**src/rtl/core/hsfd_pkg.sv**
```systemverilog
// ----------------------------------------------------------------------------
// hsfd_pkg
// Types, constants and the CRC-8 step shared by the frame decoder modules.
// ----------------------------------------------------------------------------
package hsfd_pkg;

    // Input request: one frame byte
    typedef struct packed {
        logic [7:0] rx_byte;
        logic       frame_start;
    } t_in_item;

    // Result request: one decoded measurement
    typedef struct packed {
        logic signed [14:0] temperature_centi;
        logic [13:0]        humidity_centi;
        logic [15:0]        temperature_raw;
        logic [15:0]        humidity_raw;
        logic [1:0]         status;
    } t_result;

    // Completed frame passed from front to back
    typedef struct packed {
        logic [15:0] t_raw;
        logic [15:0] h_raw;
        logic        t_bad;
        logic        h_bad;
    } t_frame;

    localparam logic [7:0] CRC_POLY = 8'h31;
    localparam logic [7:0] CRC_INIT = 8'hFF;

    localparam logic [1:0] ST_OK       = 2'd0;
    localparam logic [1:0] ST_TEMP_BAD = 2'd1;
    localparam logic [1:0] ST_HUM_BAD  = 2'd2;

    localparam logic [14:0] T_SCALE  = 15'd17500;
    localparam logic [13:0] H_SCALE  = 14'd12500;
    localparam logic [14:0] T_OFFSET = 15'd4500;
    localparam logic [13:0] H_OFFSET = 14'd600;
    localparam logic [13:0] H_MAX    = 14'd10000;

    localparam logic REG_CRC_EN = 1'b0;

    // CRC-8, MSB first, one byte
    function automatic logic [7:0] crc8_byte(input logic [7:0] crc, input logic [7:0] b);
        logic [7:0] c;
        c = crc ^ b;
        for (int i = 0; i < 8; i++) begin
            if (c[7]) begin
                c = {c[6:0], 1'b0} ^ CRC_POLY;
            end else begin
                c = {c[6:0], 1'b0};
            end
        end
        return c;
    endfunction

endpackage

```
**src/rtl/core/hsfd_front.sv**
```systemverilog
// ----------------------------------------------------------------------------
// hsfd_front
// Tracks the byte position, runs the word CRCs and assembles raw words.
// ----------------------------------------------------------------------------
module hsfd_front import hsfd_pkg::*; (
    input  logic     i_clk,
    input  logic     i_rst_n,
    input  logic     i_push,
    input  t_in_item i_item,
    output logic     o_full,
    input  logic     i_q_full,
    output logic     o_q_push,
    output t_frame   o_q_frame
);

    localparam logic [2:0] POS_T_MSB = 3'd0;
    localparam logic [2:0] POS_T_LSB = 3'd1;
    localparam logic [2:0] POS_T_CRC = 3'd2;
    localparam logic [2:0] POS_H_MSB = 3'd3;
    localparam logic [2:0] POS_H_LSB = 3'd4;
    localparam logic [2:0] POS_H_CRC = 3'd5;

    logic [2:0]  r_pos;
    logic [7:0]  r_crc;
    logic [15:0] r_t_word;
    logic [15:0] r_h_word;
    logic        r_t_bad;

    logic        accept;
    logic [2:0]  pos;
    logic [7:0]  crc_seed;
    logic [7:0]  crc_new;

    assign o_full = i_q_full;
    assign accept = i_push && !i_q_full;

    always_comb begin
        pos = (i_item.frame_start || r_pos > POS_H_CRC) ? POS_T_MSB : r_pos;
        crc_seed = (pos == POS_T_MSB || pos == POS_H_MSB) ? CRC_INIT : r_crc;
        crc_new  = crc8_byte(crc_seed, i_item.rx_byte);
    end

    assign o_q_push        = accept && (pos == POS_H_CRC);
    assign o_q_frame.t_raw = r_t_word;
    assign o_q_frame.h_raw = r_h_word;
    assign o_q_frame.t_bad = r_t_bad;
    assign o_q_frame.h_bad = (r_crc != i_item.rx_byte);

    always_ff @(posedge i_clk) begin
        if (!i_rst_n) begin
            r_pos <= POS_T_MSB;
            r_crc <= CRC_INIT;
        end else if (accept) begin
            r_pos <= (pos == POS_H_CRC) ? POS_T_MSB : pos + 3'd1;
            unique case (pos)
                POS_T_MSB, POS_T_LSB, POS_H_MSB, POS_H_LSB: r_crc <= crc_new;
                default: ;
            endcase
        end
    end

    always_ff @(posedge i_clk) begin
        if (accept) begin
            unique case (pos)
                POS_T_MSB: r_t_word <= {i_item.rx_byte, 8'h00};
                POS_T_LSB: r_t_word[7:0] <= i_item.rx_byte;
                POS_T_CRC: r_t_bad <= (r_crc != i_item.rx_byte);
                POS_H_MSB: r_h_word <= {i_item.rx_byte, 8'h00};
                POS_H_LSB: r_h_word[7:0] <= i_item.rx_byte;
                default: ;
            endcase
        end
    end

endmodule

```
**src/rtl/core/hsfd_fifo.sv**
```systemverilog
// ----------------------------------------------------------------------------
// hsfd_fifo
// Short frame queue between the front and the conversion pipeline.
// ----------------------------------------------------------------------------
module hsfd_fifo import hsfd_pkg::*; #(
    parameter int DEPTH = 4
) (
    input  logic   i_clk,
    input  logic   i_rst_n,
    input  logic   i_push,
    input  t_frame i_data,
    output logic   o_full,
    input  logic   i_pop,
    output t_frame o_data,
    output logic   o_empty
);

    localparam int PW = (DEPTH > 1) ? $clog2(DEPTH) : 1;
    localparam int CW = $clog2(DEPTH + 1);
    localparam logic [PW-1:0] PTR_LAST = PW'(DEPTH - 1);
    localparam logic [CW-1:0] CNT_FULL = CW'(DEPTH);

    t_frame        r_mem [DEPTH];
    logic [PW-1:0] r_wptr;
    logic [PW-1:0] r_rptr;
    logic [CW-1:0] r_count;

    logic do_push;
    logic do_pop;

    assign o_full  = (r_count == CNT_FULL);
    assign o_empty = (r_count == '0);
    assign do_push = i_push && !o_full;
    assign do_pop  = i_pop && !o_empty;
    assign o_data  = r_mem[r_rptr];

    always_ff @(posedge i_clk) begin
        if (do_push) begin
            r_mem[r_wptr] <= i_data;
        end
    end

    always_ff @(posedge i_clk) begin
        if (!i_rst_n) begin
            r_wptr  <= '0;
            r_rptr  <= '0;
            r_count <= '0;
        end else begin
            if (do_push) begin
                r_wptr <= (r_wptr == PTR_LAST) ? '0 : r_wptr + PW'(1);
            end
            if (do_pop) begin
                r_rptr <= (r_rptr == PTR_LAST) ? '0 : r_rptr + PW'(1);
            end
            if (do_push && !do_pop) begin
                r_count <= r_count + CW'(1);
            end else if (do_pop && !do_push) begin
                r_count <= r_count - CW'(1);
            end
        end
    end

endmodule

```
**src/rtl/core/hsfd_back.sv**
```systemverilog
// ----------------------------------------------------------------------------
// hsfd_back
// Three-stage conversion pipeline: scale, divide by 65535, offset and clamp.
// ----------------------------------------------------------------------------
module hsfd_back import hsfd_pkg::*; (
    input  logic    i_clk,
    input  logic    i_rst_n,
    input  logic    i_crc_en,
    input  logic    i_q_empty,
    input  t_frame  i_q_frame,
    output logic    o_q_pop,
    output logic    o_empty,
    input  logic    i_pop,
    output t_result o_result
);

    logic        r_s1_v;
    logic [30:0] r_s1_tp;
    logic [29:0] r_s1_hp;
    logic [15:0] r_s1_traw;
    logic [15:0] r_s1_hraw;
    logic [1:0]  r_s1_status;

    logic        r_s2_v;
    logic [14:0] r_s2_qt;
    logic [13:0] r_s2_qh;
    logic [15:0] r_s2_traw;
    logic [15:0] r_s2_hraw;
    logic [1:0]  r_s2_status;

    logic        r_out_v;
    t_result     r_out;

    logic        out_rdy;
    logic        s2_rdy;
    logic        s1_rdy;
    logic [1:0]  n_status;
    logic [30:0] t_sum;
    logic [29:0] h_sum;
    logic [13:0] h_diff;
    logic [13:0] n_hum;

    assign out_rdy = !r_out_v || i_pop;
    assign s2_rdy  = !r_s2_v || out_rdy;
    assign s1_rdy  = !r_s1_v || s2_rdy;
    assign o_q_pop = !i_q_empty && s1_rdy;
    assign o_empty = !r_out_v;
    assign o_result = r_out;

    always_comb begin
        n_status = ST_OK;
        if (i_crc_en) begin
            if (i_q_frame.t_bad) begin
                n_status = ST_TEMP_BAD;
            end else if (i_q_frame.h_bad) begin
                n_status = ST_HUM_BAD;
            end
        end
        // x / 65535 == (x + (x >> 16) + 1) >> 16 for the products seen here
        t_sum  = r_s1_tp + (r_s1_tp >> 16) + 31'd1;
        h_sum  = r_s1_hp + (r_s1_hp >> 16) + 30'd1;
        h_diff = r_s2_qh - H_OFFSET;
        if (r_s2_qh < H_OFFSET) begin
            n_hum = '0;
        end else if (h_diff > H_MAX) begin
            n_hum = H_MAX;
        end else begin
            n_hum = h_diff;
        end
    end

    always_ff @(posedge i_clk) begin
        if (!i_rst_n) begin
            r_s1_v  <= 1'b0;
            r_s2_v  <= 1'b0;
            r_out_v <= 1'b0;
        end else begin
            if (s1_rdy) begin
                r_s1_v <= o_q_pop;
            end
            if (s2_rdy) begin
                r_s2_v <= r_s1_v;
            end
            if (out_rdy) begin
                r_out_v <= r_s2_v;
            end
        end
    end

    always_ff @(posedge i_clk) begin
        if (o_q_pop) begin
            r_s1_tp     <= 31'(i_q_frame.t_raw) * 31'(T_SCALE);
            r_s1_hp     <= 30'(i_q_frame.h_raw) * 30'(H_SCALE);
            r_s1_traw   <= i_q_frame.t_raw;
            r_s1_hraw   <= i_q_frame.h_raw;
            r_s1_status <= n_status;
        end
        if (s2_rdy && r_s1_v) begin
            r_s2_qt     <= t_sum[30:16];
            r_s2_qh     <= h_sum[29:16];
            r_s2_traw   <= r_s1_traw;
            r_s2_hraw   <= r_s1_hraw;
            r_s2_status <= r_s1_status;
        end
        if (out_rdy && r_s2_v) begin
            r_out.temperature_centi <= $signed(r_s2_qt - T_OFFSET);
            r_out.humidity_centi    <= n_hum;
            r_out.temperature_raw   <= r_s2_traw;
            r_out.humidity_raw      <= r_s2_hraw;
            r_out.status            <= r_s2_status;
        end
    end

endmodule

```
**src/rtl/core/humidity_sensor_frame_decoder_core.sv**
```systemverilog
// Throughput: one frame byte per cycle while full is low, one result per six bytes.
// A result passes, once its sixth byte is accepted, through the frame queue,
// the scale multiply, the divide by 65535 and the offset/clamp register.
// full rises only when the frame queue holds QUEUE_DEPTH frames.
// Reset (synchronous, i_rst_n low): position to first byte, queue and pipeline
// emptied, CRC checking enabled.
// ----------------------------------------------------------------------------
// humidity_sensor_frame_decoder_core
// Decodes six-byte temperature/humidity frames with CRC-8 checks.
// ----------------------------------------------------------------------------
module humidity_sensor_frame_decoder_core import hsfd_pkg::*; #(
    parameter int QUEUE_DEPTH = 4
) (
    input  logic        i_clk,
    input  logic        i_rst_n,
    input  logic        push,
    input  t_in_item    i_item,
    output logic        full,
    output logic        empty,
    input  logic        pop,
    output t_result     o_result,
    input  logic        psel,
    input  logic        penable,
    input  logic        pwrite,
    input  logic [2:0]  paddr,
    input  logic [31:0] pwdata,
    output logic [31:0] prdata,
    output logic        pready
);

    logic   r_crc_en;
    logic   q_push;
    logic   q_full;
    logic   q_pop;
    logic   q_empty;
    t_frame q_in;
    t_frame q_out;

    assign pready = 1'b1;
    assign prdata = (paddr[2] == REG_CRC_EN) ? {31'd0, r_crc_en} : 32'd0;

    always_ff @(posedge i_clk) begin
        if (!i_rst_n) begin
            r_crc_en <= 1'b1;
        end else if (psel && penable && pwrite && pready && paddr[2] == REG_CRC_EN) begin
            r_crc_en <= pwdata[0];
        end
    end

    hsfd_front u_front (
        .i_clk     (i_clk),
        .i_rst_n   (i_rst_n),
        .i_push    (push),
        .i_item    (i_item),
        .o_full    (full),
        .i_q_full  (q_full),
        .o_q_push  (q_push),
        .o_q_frame (q_in)
    );

    hsfd_fifo #(
        .DEPTH (QUEUE_DEPTH)
    ) u_fifo (
        .i_clk   (i_clk),
        .i_rst_n (i_rst_n),
        .i_push  (q_push),
        .i_data  (q_in),
        .o_full  (q_full),
        .i_pop   (q_pop),
        .o_data  (q_out),
        .o_empty (q_empty)
    );

    hsfd_back u_back (
        .i_clk     (i_clk),
        .i_rst_n   (i_rst_n),
        .i_crc_en  (r_crc_en),
        .i_q_empty (q_empty),
        .i_q_frame (q_out),
        .o_q_pop   (q_pop),
        .o_empty   (empty),
        .i_pop     (pop),
        .o_result  (o_result)
    );

endmodule

```
**config.mk**
```make
export PLATFORM = sky130hd
export DESIGN_NAME = humidity_sensor_frame_decoder_core
export DESIGN_NICKNAME = d
export VERILOG_FILES = /design/src/rtl/core/hsfd_pkg.sv /design/src/rtl/core/hsfd_front.sv /design/src/rtl/core/hsfd_fifo.sv /design/src/rtl/core/hsfd_back.sv /design/src/rtl/core/humidity_sensor_frame_decoder_core.sv
export SDC_FILE = /design/constraint.sdc
export NUM_CORES = 1
export LEC_CHECK = 0
export ABC_CLOCK_PERIOD_IN_PS = 7840
export BUFFER_PORTS_ARGS = -buffer_cell sky130_fd_sc_hd__buf_2
export CORE_MARGIN = 3
export CORE_UTILIZATION = 47
export CTS_CLUSTER_DIAMETER = 120
export CTS_CLUSTER_SIZE = 25
export DETAILED_ROUTE_END_ITERATION = 6
export HOLD_SLACK_MARGIN = 0.12
export PLACE_DENSITY = 0.7
export SYNTH_ARGS = -nofsm -noshare
export SYNTH_HDL_FRONTEND = slang
export SYNTH_SLANG_ARGS = --single-unit
```
**constraint.sdc**
```tcl
create_clock -name i_clk -period 7.84 [get_ports i_clk]
set_clock_uncertainty 0.15 [all_clocks]
set_input_delay 0.392 -clock i_clk [delete_from_list [all_inputs] [get_ports i_clk]]
set_output_delay 0.392 -clock i_clk [all_outputs]
set_load 0.1 [all_outputs]
```
# --- Word-level counts from Yosys, hierarchy flattened ---
# Memories as Yosys holds them, arrays and structs flattened. A register that Yosys moved wholly into a read port is not among the register bits.
# Index checks and enable logic that the tools add are counted.
word_totals:
  reg_bits: 272
  ramBits: 136
  inputBits: 51
  out_inout_bits: 98
  memories: 1
op_classes:
  add_sub_neg: 11
  mul: 2
  n_lt_le_gt_ge: 3
  eq_ne: 9
  n_mux: 25
  bitwise: 11
  reduce_logical: 38
memory_table:
  columns: ["name", "depth", "word_bits", "read_ports", "rd_ports_with_merged_regs", "write_ports", "line", "source"]
  rows:
  - ["u_fifo.r_mem", 4, 34, 1, 1, 1, "hsfd_fifo.sv:23", "t_frame r_mem [DEPTH];"]
op_table:
  columns: ["op", "n"]
  rows:
  - ["$mux 6", 8]
  - ["$pmux 8 s2", 2]
  - ["$add 31x1->31 const B", 1]
  - ["$add 31x15->31", 1]
  - ["$add 30x1->30 const B", 1]
  - ["$add 30x14->30", 1]
  - ["$mul 16x13->29 const B", 1]
  - ["$mul 16x12->28 const B", 1]
  - ["$not 3->3", 8]
  - ["$sub 15x13->15 const B", 1]
  - ["$gt 14x14->1 const B", 1]
  - ["$lt 14x10->1 const B", 1]
  - ["$mux 14", 1]
  - ["$sub 14x10->14 const B", 1]
  - ["$logic_and 1x1->1", 12]
  - ["$mux 3", 4]
  - ["$reduce_and 2->1", 6]
  - ["$mux 2", 5]
  - ["$eq 3x3->1 const B", 3]
  - ["$mux 8", 1]
  - ["$ne 8x8->1", 1]
  - ["$xor 8x8->8", 1]
  - ["$logic_not 1->1", 7]
  - ["$add 3x1->3 const B", 2]
  - ["13 further kinds", 28]

# --- Logic depth before layout (Yosys ltp) ---
# Gate-level depths: netlist (run 1).
logic_depth:
  ltp_word: 23
  mapped_depth: 21
  depth_no_buf: 19

# --- Cells and area by module ---
# Synthesis (run 1) repeated with hierarchy kept, for this count alone.
unflattened:
  cells_unflattened: 1724
  hier_area_um2: 23105.9
modules_own_cells:
  columns: ["module", "instances", "cells_each", "area_each_um2", "seq_area_each_um2"]
  rows:
  - ["hsfd_back", 1, 1278, 15225.9, 6486.2]
  - ["hsfd_fifo", 1, 229, 5435.2, 4264.1]
  - ["hsfd_front", 1, 177, 2124.5, 1211.2]
  - ["humidity_sensor_frame_decoder_core", 1, 40, 320.3, 20.0]

# --- Worst setup path before layout (run 1) ---
# OpenSTA, ideal clock, no wires.
synth_timing:
  path_type: "flip-flop to flip-flop"
  startpoint: "reg u_back.r_out_v"
  endpoint: "reg u_fifo.r_count[2]"
  arrival_ns: 7.305
  slack_ns: 0.310
  path_stages_with_launch: 12
  n_path_buf: 0
  period_less_slack_ns: 7.530
  cell_sequence: "dfxtp_1 > inv_1 > nor2_1 > and2_1 > a21oi_1 > inv_1 > ha_1 > inv_1 > fa_1 > xor2_1 > or3_1 > a21boi_0"
synth_between:
  elab_chain_len: 9
  word_cells_on_any_way: 11
  classes_between: "mux (1); reduce/logical (10)"
synth_lines:
  columns: ["element", "line", "source"]
  rows:
  - ["start, declared", "hsfd_back.sv:31", "logic r_out_v;"]
  - ["start signal, assigned", "hsfd_back.sv:85", "r_out_v <= r_s2_v;"]
  - ["$logic_not 1->1 *", null, null]
  - ["via empty", "humidity_sensor_frame_decoder_core.sv:19", "output logic empty,"]
  - ["$logic_or 1x1->1 *", "hsfd_back.sv:43", "assign out_rdy = !r_out_v || i_pop;"]
  - ["$logic_or 1x1->1 *", "hsfd_back.sv:44", "assign s2_rdy = !r_s2_v || out_rdy;"]
  - ["$logic_or 1x1->1 *", "hsfd_back.sv:45", "assign s1_rdy = !r_s1_v || s2_rdy;"]
  - ["$logic_and 1x1->1 *", "hsfd_back.sv:46", "assign o_q_pop = !i_q_empty && s1_rdy;"]
  - ["via q_pop", "humidity_sensor_frame_decoder_core.sv:34", "logic q_pop;"]
  - ["$logic_and 1x1->1 *", "hsfd_fifo.sv:34", "assign do_pop = i_pop && !o_empty;"]
  - ["$logic_not 1->1", "hsfd_fifo.sv:55", "if (do_push && !do_pop) begin"]
  - ["$logic_and 1x1->1", "hsfd_fifo.sv:55", null]
  - ["$mux 3 or $reduce_bool 2->1 (tied branches)", null, null]
  - ["end signal, assigned", "hsfd_fifo.sv:56", "r_count <= r_count + CW'(1);"]
  - ["end signal, assigned", "hsfd_fifo.sv:58", "r_count <= r_count - CW'(1);"]
  - ["end, declared", "hsfd_fifo.sv:26", "logic [CW-1:0] r_count;"]
# Mark *: on every way through the listed nets, which the timed path passes. The rest lies on a longest branch.
# A chain may end at the register's enable or synchronous reset.

==> results.py, run 1 <==
metrics = {
    "timing": {
        "drv_slew": 0,
        "rsz0062_at_grt": "false",
        "min_period_ns": 6.48,
        "tns_ns": 0,
        "setup_violations": 0,
        "worstMarginPinSlew_ns": 1.10,
        "final_hold_viol_count": 0,
        "fmax_ghz": 0.154,
        "slew_headroom": 0.259,
        "fin_crit_sh": 0.826,
    },
    "logic_synthesis": {
        "synth_cells": 1680,
        "synth_common_cells": "383 x edfxtp_1, 242 x ha_1, 226 x inv_1",
        "synth_edf_count": 383,
        "synth.most_common_cell": "edfxtp_1",
        "synth_cell_types": 64,
        "synth-xor-area-share": 0.0498,
        "synth_top_family_by_area": "adder cells",
        "ys_top_cells_by_area": "edfxtp_1 51%, ha_1 13%, fa_1 7.4%",
        "synth_fa_ha_area_frac": 0.208,
        "synth_top_area_frac": 0.508,
        "ys_ff_latch": 407,
        "synth-simple-area-share": 0.0662,
        "yosysSeqAreaShare": 0.529,
        "muxShareOfSynthArea": 0.0370,
        "syn_area_um2": 22600,
        "synth_warnings": 0,
        "synth-main-ff-cell": "edfxtp_1",
        "synth_area_leader_cell": "edfxtp_1",
        "synth_compound_area_frac": 0.0560,
        "avgSynthCellArea_um2": 13.5,
        "async_flop_share": 0,
    },
    "cts": {
        "path_clk_slew_ns": 0.10,
        "cts_tree": "built",
        "clock_sinks": 407,
        "cts.htree.levels": 1,
        "clockBufferDepth": 3,
        "cts_resized": 0,
        "cts_made_buffers": 20,
        "clock-root-buffer": "clkbuf_16",
        "postCtsSetupRepairBufs": 0,
        "clock_latency_ns": 0.54,
    },
    "worst_setup_path": {
        "crit_required_ns": 7.98,
        "path_max_fanout": 21,
        "critPathArrivalTime_ns": 6.62,
        "slowest_delay_ns": 0.82,
        "reg2regPathDepth": 20,
        "worstReg2RegEnd": "u_back.r_s1_hp[28]",
        "critPathCaptureType": "register",
        "path_cells": "buf_4, mux4_2, ha_1, ha_1, inv_1, fa_1, inv_1, fa_1, inv_1, fa_1, inv_1, ha_1, a21oi_1, nor2b_1, o32ai_1, a211oi_1, nor3_1, o41ai_1, a21oi_1, xnor2_1",
        "slowest_stage": "dfxtp_2",
        "cp_common_cell": "inv_1",
        "start_kind": "register",
        "crit_type": "register to register",
        "rrSetupSlack_ns": 1.36,
    },
    "floorplanning": {
        "dieArea_um2": 50800,
        "dieWidth_um": 225,
        "initial_core_util": 0.481,
        "die_y_um": 225,
        "core-area_um2": 47100,
        "num_rows": 79,
        "ios": 149,
    },
    "placed_design": {
        "port_buffers": 83,
        "gp_congestion": 0.832,
        "dp_hpwl_mm": 28.8,
    },
    "min_path": {
        "hold_class": "primary input to register",
        "min_to": "u_front.r_pos[0]",
        "hold_path_startpoint": "i_item[0]",
        "hold_path_depth": 4,
    },
    "global_route": {
        "grt_overflow": 0,
        "grt_antenna_before_repair": 0,
        "grt_max_degree": 81,
        "grt_first_pass_wirelength_mm": 65.2,
        "grt_usage": 0.160,
        "grt_pass1_vias": 12741,
    },
    "cells_and_area": {
        "drive_gt1_frac": 0.0908,
        "area_growth_syn_to_layout_pct": 7.81,
        "antenna_cells": 0,
        "nets": 2158,
    },
    "drt": {
        "ant_nets": 0,
        "drcViolationCount": 0,
        "via_count": 12467,
        "wirelength_mm": 39.5,
        "drt_pass1_iterations": 5,
        "vias_per_cell": 5.19,
        "wl_per_cell_um": 16.4,
        "drtIter0Drc": 803,
    },
    "job": {
        "maxCapViolations": 0,
    },
    "status": {
        "outcome": "complete, no violations",
    },
}
==> per-stage QoR <==
stage	area [um^2]	utilization	setup WS [ns]	cells	hold slack (ns)
global route	24400	0.519	0.933	2402	0.164
global placement	23700	0.503	1.35	2352	0.250
CTS	24400	0.519	1.27	2402	0.124
detailed placement	23700	0.503	1.30	2352	0.255
floorplan	22800	-	0.310	1710	0.250
finish	24400	0.519	1.36	2402	0.167
==> routing by layer <==
| layer | up-vias | part of all wire | global-route usage |
|---|---|---|---|
| met1 | 6086 | 0.45 | 0.217 |
| li1 | 6118 | - | - |
| met5 | - | 0 | 0 |
| met2 | 221 | 0.49 | 0.283 |
| met4 | 0 | 0.019 | 0.0367 |
| met3 | 42 | 0.036 | 0.0152 |
==> placed cells by master (no fill, tap or decap), types with 32 or more instances in the layout <==
master | netlist | layout
edfxtp_1 | 383 | 383
ha_1 | 242 | 242
inv_1 | 226 | 226
fa_1 | 84 | 84
buf_2 | 3 | 83
xnor2_1 | 78 | 78
nand2_1 | 73 | 73
nor2_1 | 63 | 63
a21oi_1 | 63 | 62
xor2_1 | 49 | 49
mux4_2 | 34 | 34
conb_1 | 2 | 32
==> repair_timing <==
item	CTS	global route
hold endpoints to repair	28	0
endpoints found under the setup margin	0	0
hold buffers	14	0
==> critical path: cells and delay by family, from the launching register on <==
family | cells | cell delay (ns)
multiplexers | 1 | 0.66
flip-flops | 1 | 0.82
adder cells (fa/ha/maj) | 6 | 2.62
buffers and inverters | 5 | 0.57
AND/OR/NAND/NOR | 2 | 0.27
AO/OA/AOI/OAI | 5 | 1.01
XOR/XNOR | 1 | 0.13
==> logic make-up (layout without fill, tap and decap cells) <==
| logic type | Yosys count | count (layout) |
|---|---|---|
| fa+ha+maj | 326 | 326 |
| flops | 407 | 407 |
| simple gates | 296 | 296 |
| buf+inv | 283 | 368 |
| xor+xnor | 128 | 128 |
| compound gates | 197 | 197 |
| other cells | 2 | 32 |
| mux | 41 | 41 |
==> worst max path at each step <==
stage | to | slack [ns] | cells past startpoint
finish | u_back.r_s1_hp[28] | 1.36 | 20
global route | u_back.r_s1_hp[28] | 0.93 | 20
CTS | u_back.r_s1_hp[28] | 1.27 | 20
detailed placement | u_back.r_s1_hp[28] | 1.30 | 20
global placement | u_back.r_s1_hp[28] | 1.35 | 20
floorplan | u_fifo.r_count[2] | 0.31 | 11
==> layout make-up <==
class,count,area [um^2]
Clock buffer,34,584
Tap cell,607,759
Sequential cell,407,12000
Timing Repair Buffer,106,623
Fill cell,3940,22600
Clock inverter,2,23.8
Inverter,226,848
Multi-Input combinational cell,1020,9590
==> state kept, by name (all words and copies together) (netlist names), 2 cells and up, named ones only <==
signal and flops:
u_fifo.r_mem 136, u_front.r_t_word 16, u_back.r_s1_tp 28, u_front.r_pos 3, u_fifo.r_rptr 2, u_back.r_s2_qh 14
u_back.r_s1_hraw 16, u_back.r_s2_traw 16, u_back.r_s1_traw 16, u_fifo.r_count 3, u_front.r_crc 8, u_back.r_s2_status 2
u_back.r_s1_status 2, u_back.r_s2_hraw 16, u_back.r_s1_hp 26, u_back.o_result 63, u_fifo.r_wptr 2, u_front.r_h_word 16
u_back.r_s2_qt 15
Power of run 1 is not shown: default switching activity piles up to over one toggle a cycle in this logic, so the estimate is an artifact.
==> run 2, diff against run 1 <==
Settings changed: ABC_CLOCK_PERIOD_IN_PS 7840 to 6600.
Clock period 7.84 ns to 6.6 ns, I/O delays scaled along.
==> run 2 against run 1 <==
- first-iteration DRC count decreased by 8.5%
- global-route usage is 0.22 points higher
- final cell count down 0.17%
- sequential share of layout area barely moved
- core utilization about the same
- critical path depth shrank 2
- final area about the same
- count of clock-buffer cells in the layout is 6 lower
- non-clock buffer count grew 1
- via count about the same
- register-to-register slack worse by 0.90 ns
- hold slack improved by 0.021 ns
==> results.py, run 2 (synthesized netlist as in run 1, its figures left out) <==
metrics = {
    "cells_and_area": {
        "largest_reg_flops": 136,
        "regMostFlops": "u_fifo.r_mem",
        "nets": 2159,
        "fill_cells": 3970,
        "stdcell_count": 2398,
        "drive_gt1_frac": 0.0910,
        "mostFrequentLayoutCell": "edfxtp_1",
        "final_cell_mix": "383 x edfxtp_1, 242 x ha_1, 226 x inv_1, 84 x fa_1, 83 x buf_2",
        "antenna_cells": 0,
        "design_area_um2": 24400,
        "area_growth_syn_to_layout_pct": 7.80,
    },
    "worst_setup_path": {
        "crit_type": "register to register",
        "start_kind": "register",
        "path_max_fanout": 28,
        "critPathArrivalTime_ns": 6.26,
        "critPathCaptureType": "register",
        "crit_required_ns": 6.73,
    },
    "drt": {
        "via_count": 12462,
        "wirelength_mm": 40.1,
        "wl_per_cell_um": 16.7,
        "ant_nets": 0,
        "drtIter0Drc": 735,
        "drt_pass1_iterations": 5,
        "vias_per_cell": 5.20,
        "drcViolationCount": 0,
    },
    "timing": {
        "tns_ns": 0,
        "fmax_ghz": 0.163,
        "slew_headroom": 0.192,
        "worstMarginPinSlew_ns": 1.20,
        "rsz0062_at_grt": "false",
        "min_period_ns": 6.13,
        "setup_ws_ns": 0.467,
        "drv_slew": 0,
        "setup_violations": 0,
        "fin_crit_sh": 0.929,
        "final_hold_viol_count": 0,
    },
    "global_route": {
        "grt_antenna_before_repair": 0,
        "grt_first_pass_wirelength_mm": 65.8,
        "grt_usage": 0.163,
        "grt_overflow": 0,
        "grt_pass1_vias": 12835,
        "grt_max_degree": 71,
    },
    "placed_design": {
        "post_dp_cell_area_um2": 23700,
        "port_buffers": 83,
        "pre_cts_slack_ns": 0.483,
        "gp_congestion": 0.846,
        "dp_hpwl_mm": 29.5,
        "placed_cells": 2353,
    },
    "floorplanning": {
        "initial_core_util": 0.481,
        "dieWidth_um": 225,
        "dieArea_um2": 50800,
        "die_y_um": 225,
        "num_rows": 79,
        "ios": 149,
        "core-area_um2": 47100,
    },
    "cts": {
        "path_clk_slew_ns": 0.10,
        "clock-root-buffer": "clkbuf_16",
        "cts_made_buffers": 20,
        "clock_sinks": 407,
        "clockBufferDepth": 3,
        "cts_resized": 0,
        "cts_tree": "built",
        "clock_latency_ns": 0.55,
        "cts.htree.levels": 1,
    },
    "job": {
        "maxCapViolations": 0,
    },
    "min_path": {
        "hold_class": "primary input to register",
    },
    "status": {
        "outcome": "complete, no violations",
    },
}
[run 2: metrics by stage]
stage	utilization	hold WS, ns
after global placement	0.504	0.251
after CTS	0.519	0.142
after floorplan	-	0.250
after detailed placement	0.504	0.255
final	0.519	0.188
after global routing	0.519	0.159
[run 2: critical path, cell delays in order, from the launching register on]
cell      delay, ns
dfxtp_2        0.36
buf_12         0.24
mux4_2         0.69
ha_1           0.36
fa_1           0.47
ha_1           0.33
fa_1           0.49
inv_1          0.06
fa_1           0.53
inv_1          0.04
ha_1           0.37
a21oi_1        0.24
nand2_1        0.08
nor4_1         0.43
o21ai_0        0.24
nand2_1        0.12
o211ai_1       0.15
a311oi_1       0.37
xnor2_1        0.13
[run 2: timing repair]
| action | 4_1_cts | 5_1_grt |
|---|---|---|
| buffers inserted | 0 | 0 |
| hold endpoints to repair | 48 | 0 |
| hold buffers | 14 | 0 |
| endpoints found under the setup margin | 0 | 0 |
[run 2: worst paths after layout]
check                      start             endpoint  slack (ns)  depth (start not counted)
max                     register   u_back.r_s1_tp[29]        0.47                         18
min                         push     u_front.r_pos[1]        0.19                          4
max reg2reg             register   u_back.r_s1_tp[29]        0.47                         18
min reg2reg  u_back.r_s2_traw[5]  u_back.o_result[23]        0.28                          0
[run 2: routing by layer]
layer | vias up | share of wire | routed length, um | global-route usage
met5 | - | 0 | 0 | 0
met4 | 0 | 0.018 | 721 | 0.0310
met3 | 35 | 0.025 | 1000 | 0.0169
met2 | 192 | 0.49 | 19700 | 0.286
met1 | 6134 | 0.46 | 18600 | 0.222
li1 | 6101 | - | - | -
[run 2: area by class of cell]
| type | instances | area, um^2 | area share |
|---|---|---|---|
| timing repair buffer | 107 | 656 | 0.0269 |
| inverter | 226 | 848 | 0.0348 |
| clock inverter | 3 | 33.8 | 0.00138 |
| multi-input combinational | 1020 | 9590 | 0.393 |
| sequential | 407 | 12000 | 0.491 |
| clock buffer | 28 | 541 | 0.0221 |
| tap | 607 | 759 | 0.0311 |
Power of run 2 is left out for the same reason.
==> run 3, diff against run 2 <==
Settings changed: HOLD_SLACK_MARGIN 0.12 to not set, RECOVER_POWER set to 100.
==> run 3 against run 2 <==
- the run now ends with max-capacitance violations, max-slew violations left
- count of clock-buffer cells in the layout unchanged
- flip-flop and latch count unchanged
- die area unchanged
- global-route usage stayed put
- via count is 0.22% higher
- register-to-register slack is essentially flat
- worst setup slack got worse by 0.0090 ns
- sequential share of layout area grew 0.36 points
- hold slack worse by 0.097 ns
- final cell count about the same
- final area shrank 0.73%
- first-iteration DRC count rose by 0.82%
- highest routed layer unchanged
==> results.py, run 3 (synthesized netlist as in run 1, its figures left out) <==
metrics = {
    "cells_and_area": {
        "nets": 2158,
        "regMostFlops": "u_fifo.r_mem",
        "largest_reg_flops": 136,
        "drive_gt1_frac": 0.0425,
        "stdcell_count": 2397,
        "fill_cells": 4020,
        "antenna_cells": 0,
        "mostFrequentLayoutCell": "edfxtp_1",
        "final_cell_mix": "383 x edfxtp_1, 242 x ha_1, 226 x inv_1, 88 x clkbuf_1, 84 x fa_1",
        "area_growth_syn_to_layout_pct": 7.01,
    },
    "drt": {
        "ant_nets": 0,
        "wirelength_mm": 40.3,
        "drtIter0Drc": 741,
        "vias_per_cell": 5.21,
        "drt_pass1_iterations": 5,
        "drcViolationCount": 0,
        "via_count": 12489,
        "wl_per_cell_um": 16.8,
    },
    "timing": {
        "rsz0062_at_grt": "false",
        "setup_violations": 0,
        "fmax_ghz": 0.163,
        "drv_slew": 372,
        "slew_headroom": -0.995,
        "tns_ns": 0,
        "min_period_ns": 6.14,
        "final_hold_viol_count": 0,
        "fin_crit_sh": 0.931,
        "worstMarginPinSlew_ns": 2.99,
    },
    "placed_design": {
        "port_buffers": 83,
        "gp_congestion": 0.846,
        "dp_hpwl_mm": 29.5,
        "placed_cells": 2353,
    },
    "worst_setup_path": {
        "crit_required_ns": 6.74,
        "path_max_fanout": 28,
        "critPathArrivalTime_ns": 6.28,
        "critPathCaptureType": "register",
        "cp_common_cell": "ha_1",
        "path_cells": "buf_12, mux4_2, ha_1, ha_1, xor2_1, ha_1, a31o_2, fa_1, inv_1, fa_1, inv_1, ha_1, nand2_1, o21ai_0, o32ai_1, a211oi_1, nor3_1, o41ai_1, a21oi_1, xnor2_1",
        "critPathBufInv": 3,
        "slowest_stage": "mux4_2",
        "cpLargestDelayFamily": "adder cells",
        "crit_type": "register to register",
        "slowest_delay_ns": 0.67,
        "start_kind": "register",
    },
    "min_path": {
        "hold_path_startpoint": "i_item[0]",
        "hold_class": "primary input to register",
    },
    "floorplanning": {
        "initial_core_util": 0.481,
        "dieArea_um2": 50800,
        "num_rows": 79,
        "ios": 149,
        "dieWidth_um": 225,
        "core-area_um2": 47100,
        "die_y_um": 225,
    },
    "cts": {
        "clock-root-buffer": "clkbuf_16",
        "cts_made_buffers": 20,
        "path_clk_slew_ns": 0.10,
        "cts_tree": "built",
        "clockBufferDepth": 3,
        "cts.htree.levels": 1,
        "clock_sinks": 407,
        "clock_latency_ns": 0.55,
    },
    "global_route": {
        "grt_pass1_vias": 12830,
        "grt_antenna_before_repair": 0,
        "grt_usage": 0.163,
        "grt_overflow": 0,
        "grt_max_degree": 71,
        "grt_first_pass_wirelength_mm": 65.8,
    },
    "status": {
        "violations": "max-capacitance violations, max-slew violations",
        "outcome": "finished with violations",
    },
    "job": {
        "maxCapViolations": 10,
    },
}
[run 3: changes by cell type in the layout (fill, tap and decap cells not counted), sizes merged]
cell	previous run	this run
buf	93	11
clkbuf	28	110
dlygate4sd3	14	13
[run 3: timing repair]
action,4_1_cts,5_1_grt
setup buffers,0,0
hold endpoints to repair,14,0
resized for setup,0,0
hold buffers,13,0
setup endpoints to repair,0,0
[run 3: area by class of cell]
| cell class | count | area (um^2) | share of cell area |
|---|---|---|---|
| tap | 607 | 759 | 0.0313 |
| multi-input combinational | 1020 | 9540 | 0.394 |
| timing repair buffer | 106 | 527 | 0.0217 |
| clock buffer | 28 | 541 | 0.0223 |
| sequential | 407 | 12000 | 0.495 |
| inverter | 226 | 848 | 0.0350 |
| clock inverter | 3 | 33.8 | 0.00139 |
[run 3: stage by stage]
stage | util | hold slack (ns) | worst slack (ns) | cell area, um^2
2_1_floorplan | - | 0.250 | 0.462 | 22800
3_3_place_gp | 0.504 | 0.251 | 0.636 | 23700
3_5_place_dp | 0.504 | 0.255 | 0.483 | 23700
4_1_cts | 0.519 | 0.0606 | 0.416 | 24400
5_1_grt | 0.515 | 0.0904 | 0.0801 | 24200
6_report | 0.515 | 0.0910 | 0.458 | 24200
[run 3: worst register-to-register path, stage by stage, from the launching register on]
cell	delay (ns)
dfxtp_2	0.36
buf_12	0.24
mux4_2	0.70
ha_1	0.36
ha_1	0.33
xor2_1	0.17
ha_1	0.19
a31o_2	0.24
fa_1	0.50
inv_1	0.05
fa_1	0.54
inv_1	0.04
ha_1	0.36
nand2_1	0.06
o21ai_0	0.39
o32ai_1	0.17
a211oi_1	0.32
nor3_1	0.13
o41ai_1	0.34
a21oi_1	0.12
xnor2_1	0.14
[run 3: worst paths after layout]
kind,depth (start not counted),slack [ns],to
worst max-delay path,20,0.46,u_back.r_s1_hp[28]
worst min-delay path,4,0.09,u_front.r_pos[0]
worst max register to register,20,0.46,u_back.r_s1_hp[28]
worst min register to register,0,0.28,u_back.o_result[23]
[run 3: routing by layer]
layer | vias up | global-route usage | routed length, um
li1 | 6105 | - | -
met1 | 6129 | 0.222 | 18700
met2 | 218 | 0.286 | 19700
met3 | 37 | 0.0172 | 1090
met4 | 0 | 0.0310 | 723
met5 | - | 0 | 0
Power of run 3 is left out for the same reason.
